$ cat config.mk
export PLATFORM = sky130hd
export DESIGN_NAME = mrm_sat
export DESIGN_NICKNAME = d
export VERILOG_FILES = /design/src/hdl/mrm_pkg.sv /design/src/hdl/mrm_sat.sv
export SDC_FILE = /design/constraint.sdc
export NUM_CORES = 1
export LEC_CHECK = 0
export ABC_AREA = 1
export BUFFER_PORTS_ARGS = -buffer_cell sky130_fd_sc_hd__buf_2
export CAP_MARGIN = 15
export CORE_AREA = 5 5 154 156
export DETAILED_ROUTE_END_ITERATION = 16
export DIE_AREA = 0 0 159 161
export SYNTH_ARGS = -nofsm -noshare
export SYNTH_HDL_FRONTEND = slang
export SYNTH_SLANG_ARGS = --single-unit
$ cat constraint.sdc
create_clock -name i_clk -period 3.1 [get_ports i_clk]
set_input_delay 0.62 -clock i_clk [delete_from_list [all_inputs] [get_ports i_clk]]
set_output_delay 0.62 -clock i_clk [all_outputs]
set_load 0.01 [all_outputs]
$ cat src/hdl/mrm_pkg.sv
`timescale 1ns / 1ps

package mrm_pkg;

    // defaults for the top-level parameters
    localparam int FRAC_BITS_DEF  = 16;
    localparam int ELEM_WIDTH_DEF = 32;

    // 4x4 matrix: rows, columns and cells in the chain
    localparam int DIM   = 4;
    localparam int ROW_W = 2;

    typedef enum logic {
        OP_LOAD = 1'b0,
        OP_MUL  = 1'b1
    } t_op;

    // control travelling with each word down the chain
    typedef struct packed {
        logic             valid;
        t_op              op;
        logic [ROW_W-1:0] row;
    } t_ctl;

endpackage

$ cat src/hdl/mrm_sat.sv
`timescale 1ns / 1ps

module mrm_sat #(
    parameter int ELEM_WIDTH = mrm_pkg::ELEM_WIDTH_DEF
) (
    input  logic                             i_clk,
    input  logic                             i_rst_n,
    input  logic                             i_en,
    input  mrm_pkg::t_ctl                    i_ctl,
    input  logic signed [2*ELEM_WIDTH+2:0]   i_sum [mrm_pkg::DIM],
    output logic                             o_valid,
    output logic [mrm_pkg::ROW_W-1:0]        o_row,
    output logic signed [ELEM_WIDTH-1:0]     o_prod [mrm_pkg::DIM],
    output logic                             o_saturated
);
    import mrm_pkg::*;

    localparam int AW = 2 * ELEM_WIDTH + 3;
    localparam int TW = AW - ELEM_WIDTH + 1;   // bits that must all match
    localparam logic signed [ELEM_WIDTH-1:0] MAXV = {1'b0, {(ELEM_WIDTH-1){1'b1}}};
    localparam logic signed [ELEM_WIDTH-1:0] MINV = {1'b1, {(ELEM_WIDTH-1){1'b0}}};

    logic                         r_valid;
    logic [ROW_W-1:0]             r_row;
    logic signed [ELEM_WIDTH-1:0] r_prod [DIM];
    logic                         r_sat;

    logic [TW-1:0]                w_top  [DIM];
    logic [DIM-1:0]               w_clip;
    logic signed [ELEM_WIDTH-1:0] n_prod [DIM];

    always_comb begin
        for (int j = 0; j < DIM; j++) begin
            w_top[j]  = i_sum[j][AW-1:ELEM_WIDTH-1];
            w_clip[j] = (w_top[j] != '0) && (w_top[j] != '1);
            if (!w_clip[j]) begin
                n_prod[j] = i_sum[j][ELEM_WIDTH-1:0];
            end else if (i_sum[j][AW-1]) begin
                n_prod[j] = MINV;
            end else begin
                n_prod[j] = MAXV;
            end
        end
    end

    always_ff @(posedge i_clk) begin
        if (!i_rst_n) begin
            r_valid <= 1'b0;
        end else if (i_en) begin
            r_valid <= i_ctl.valid && (i_ctl.op == OP_MUL);
        end
    end

    always_ff @(posedge i_clk) begin
        if (i_en) begin
            r_row  <= i_ctl.row;
            r_prod <= n_prod;
            r_sat  <= |w_clip;
        end
    end

    assign o_valid     = r_valid;
    assign o_row       = r_row;
    assign o_prod      = r_prod;
    assign o_saturated = r_sat;

endmodule

* After elaboration in Yosys (flattened, before gate mapping)
Cells that the tools add are included.
** Storage, ports and cells
- Output and inout port bits :: 132
- Bits in registers :: 132
- Logic and storage cells :: 29
** Cells by class
- Eq/ne operators :: 4
- Mux-type cells :: 8
- Reduce and logical (&&, ||, !) cells :: 10
** Operators by type and width (count)
- 2-to-1 mux 32 bit :: 8
- != test 36 bit (second input constant) :: 4
- nonzero test 36 bit :: 4
- logical AND 1 bit :: 5
- OR reduction 4 bit :: 1

* Depth between registers and ports, before layout
- Word-level depth :: 3
- Mapped depth :: 10

* Least setup slack after synthesis
OpenSTA, ideal clock, no wires.
- Kind :: input -> register
- From :: input port i_sum[180] (netlist bit)
- To :: register r_prod (netlist bit o_prod[65]) (data pin)
- Cell stages on the path :: 9
- Setup slack :: 1.486 ns
- Path buffers :: 1
- Setup time :: 0.252 ns
- Arrival time :: 1.362 ns
- Cell sequence :: nor2_1 > nand2_1 > nor2_1 > nand2_1 > nor2_1 > nand2_2 > nand3b_4 > buf_6 > nand2_1
** RTL lines
- start, declared :: line mrm_sat.sv:10 : input logic signed [2*ELEM_WIDTH+2:0] i_sum [mrm_pkg::DIM],
- end signal, assigned :: line mrm_sat.sv:57 : r_prod <= n_prod;
- end, declared :: line mrm_sat.sv:25 : logic signed [ELEM_WIDTH-1:0] r_prod [DIM];

* Worst setup path after layout
- From :: input port i_sum[35] (netlist bit)
- To :: register r_sat, in the netlist o_saturated (data pin)
** Between the ends
- Longest elaborated chain between the ends :: 3
- Elaborated cells between the ends (all ways) :: 4
- Classes of those cells :: eq/ne (1); reduce/logical (3)
** RTL lines
- != test 36 bit or nonzero test 36 bit (tied branches) :: line mrm_sat.sv:35 : w_clip[j] = (w_top[j] != '0) && (w_top[j] != '1);
- logical AND 1 bit * :: line mrm_sat.sv:35
- OR reduction 4 bit * :: line mrm_sat.sv:58 : r_sat <= |w_clip;
- end signal, assigned :: line mrm_sat.sv:58
- end, declared :: line mrm_sat.sv:26 : logic r_sat;
Mark *: on every way between the ends. The rest lies on a longest branch, timed or not.
A chain may end at the register's enable or synchronous reset.

==> flow_summary.toml <==
[logic_synthesis]
synth_top_area_cell = "edfxtp_1"
synth.net_count = 957
syn_avg_cell_area_sq_um = 9.20
ys_seq_area_share_pct = 63.0
syn-cell-area_sq_um = 6280
synth-seq-cells = 132
yosysUniqueCellTypes = 20
netlist_instances = 682
synth_top_area_share_pct = 62.7
synth-edff-count = 131
synth_area_leaders = "edfxtp_1 (63%), nand2_1 (21%), nor2_1 (7.4%)"
async_flop_share_pct = 0
yosys_most_used_dff = "edfxtp_1"
ys.warnings.count = 0

[sta]
hold_viol_final = 0
slew_headroom_pct = 52.5
max_freq_mhz = 558
worstMarginPinSlew_ns = 0.709
fin_setup_tns_ns = 0
setup_viol = 0
fin_worst_skew_ns = 0
fin_crit_sh_pct = 57.8
drv_slew = 0
fin_crit_ns = 1.79
rsz0062_at_grt = "false"

[power]
intPower_mw = 3.59
seq_power_share_pct = 45.1
p_per_area_nw_per_um2 = 527
p_sw_share_pct = 24.7
pwr-share-comb_pct = 12.3
power.leakage_nw = 4.22
power_switching_mw = 1.18
ir_drop_mv = 0.282
pwr-share-clk_pct = 42.6

[finish]
post-route-cell-area_sq_um = 9050
fin_nets = 1358
synthToLayoutAreaGrowth_pct = 44.2
final_common_cell = "buf_2"
drive_above_1_share_pct = 41.1
nFillCells = 2317
layout_common_cells = "buf_2 (405), nand2_1 (355), edfxtp_1 (131)"

[clocking]
cts_tree = "built"
post-cts-setup-buffers = 0
clock_latency_ns = 0.41
numCtsBuffers = 17
clockBufferDepth = 2
cts_root_buf = "clkbuf_16"
cts_resized = 0
ctsHtreeMaxLevel = 4
postCtsHoldBufs = 0
cts_sinks = 132
clkSlewWorstSetupHoldPaths_ns = 0.06

[placement]
placed_cell_area_sq_um = 8450
globalplace.congestion = 0.886
dp_hpwl_um = 16400
port_buffers = 406

[status]
status = "completed"

[critical_path]
max_stage_delay_ns = 0.52
reg2reg_from = "o_valid$_SDFFE_PN0P_"
worstRegToRegCells = 2
endpoint_kind = "register"
crit_slowest_cell = "nand2_2"
path_common_cell = "nand2_1"
cp.required_ns = 3.26
critPathKind = "in2reg"
r2r-end = "o_valid$_SDFFE_PN0P_"
crit_chain = "buf_2 -> nor2_1 -> nand2_1 -> nor2_1 -> nand4_1 -> nand2_2 -> nand2_1 -> inv_1 -> nand2_1"
reg2reg_slack_ns = 2.45
crit_cells = 9
cp_num_buf_inv = 2
crit_family = "simple AND/OR/NAND/NOR gates"
arrival_ns = 1.95
critPathLaunchType = "primary input"
cp_max_fo = 32

[floorplanning]
rows = 55
boundaryPins = 407
core_region_area_sq_um = 22200
initial_core_util_pct = 28.2
die_h_um = 161
die_w_um = 159
die_area_sq_um = 25600

[global_routing]
grt_max_degree = 67
grt_pass1_wl_um = 30600
grt_remaining_overflow = 0
grt_pass1_vias = 5679
grt_use_total_pct = 15.2
grt_antenna_before_repair = 6

[routing]
drt_iter0_drc = 358
drc = 0
dr.pass1.iters = 4
viasPerCell = 4.28
post_drt_wl_per_cell_um = 14.9
num_vias = 5918
wirelength_um = 20600
ant_nets = 0

[hold_path]
hold_end = "o_row[1]$_DFFE_PP_"
hp-class = "in2reg"
whs_path_depth = 1
worstHoldStart = "i_ctl[1]"

[run]
drv_cap = 0
-- worst reg2reg max path, delay by kind of cell (launching register included) --
family,cells,cell delay (ns)
compound gates,2,0.21
flops,1,0.32
-- flip-flops by register name, summed over array words and instances (netlist names) --
signal       count
o_saturated      1
o_prod         128
o_valid          1
o_row            2
-- worst max-delay path by stage --
stage / to / slack, ns / from
6_report: o_saturated$_DFFE_PP_ / 1.31 / i_sum[35]
5_1_grt: o_prod[12]$_DFFE_PP_ / 1.12 / i_sum[36]
4_1_cts: o_prod[12]$_DFFE_PP_ / 1.28 / i_sum[35]
3_5_place_dp: o_prod[12]$_DFFE_PP_ / 0.84 / i_sum[35]
3_3_place_gp: o_saturated$_DFFE_PP_ / 0.85 / i_sum[46]
2_1_floorplan: o_prod[65]$_DFFE_PP_ / 1.49 / i_sum[180]
-- power by group through the flow --
stage	Sequential [mW]	Clock (mW)	Combinational, mW
floorplan	2.27	0	0.117
detailed placement	2.19	0	0.599
global placement	2.18	0	0.591
global route	2.16	2.18	0.650
finish	2.15	2.03	0.588
CTS	2.15	2.10	0.599
-- cell families after synthesis --
| logic type | after synthesis | synth area share, % |
|---|---|---|
| buf+inv | 37 | 4.72 |
| compound gates | 2 | 0.159 |
| simple gates | 511 | 32.1 |
| flops | 132 | 63.0 |
-- through the flow --
stage | power [mW] | instances | worst slack [ns] | hold slack, ns | util (%)
6_report | 4.77 | 1384 | 1.31 | 0.389 | 40.7
5_1_grt | 5.00 | 1384 | 1.12 | 0.353 | 40.7
3_3_place_gp | 2.78 | 1349 | 0.854 | 0.553 | 38.0
3_5_place_dp | 2.79 | 1349 | 0.839 | 0.565 | 38.0
2_1_floorplan | 2.39 | 682 | 1.49 | 0.555 | -
4_1_cts | 4.85 | 1381 | 1.28 | 0.363 | 40.7
-- area by class of cell --
type	instances	area, sq um	area share [%]
well taps	285	357	3.94
flip-flops and latches	132	3950	43.7
repair buffers	410	2080	23.0
clock inverters	14	165	1.82
clock buffers	18	429	4.74
multi-input cells	513	2030	22.4
diodes	3	7.51	0.0829
inverters	9	33.8	0.373
-- Yosys cell counts (2+ instances only) --
| cell type | number |
|---|---|
| nand3b_2 | 2 |
| nand3_1 | 12 |
| inv_1 | 9 |
| nand3b_1 | 2 |
| nand2_2 | 4 |
| buf_6 | 18 |
| edfxtp_1 | 131 |
| nor2_1 | 124 |
| buf_4 | 6 |
| nand2_1 | 355 |
| nand4_1 | 7 |
| clkbuf_1 | 4 |
-- per-layer routing --
metal / vias to the layer above / wire, um / track usage [%]
met4: 6 / 535 / 5.51
met1: 2606 / 8180 / 18.2
met2: 274 / 10200 / 25.2
met5: - / 34 / 0
li1: 2998 / - / -
met3: 34 / 1730 / 5.33
Power figures use the tool's default switching activity.
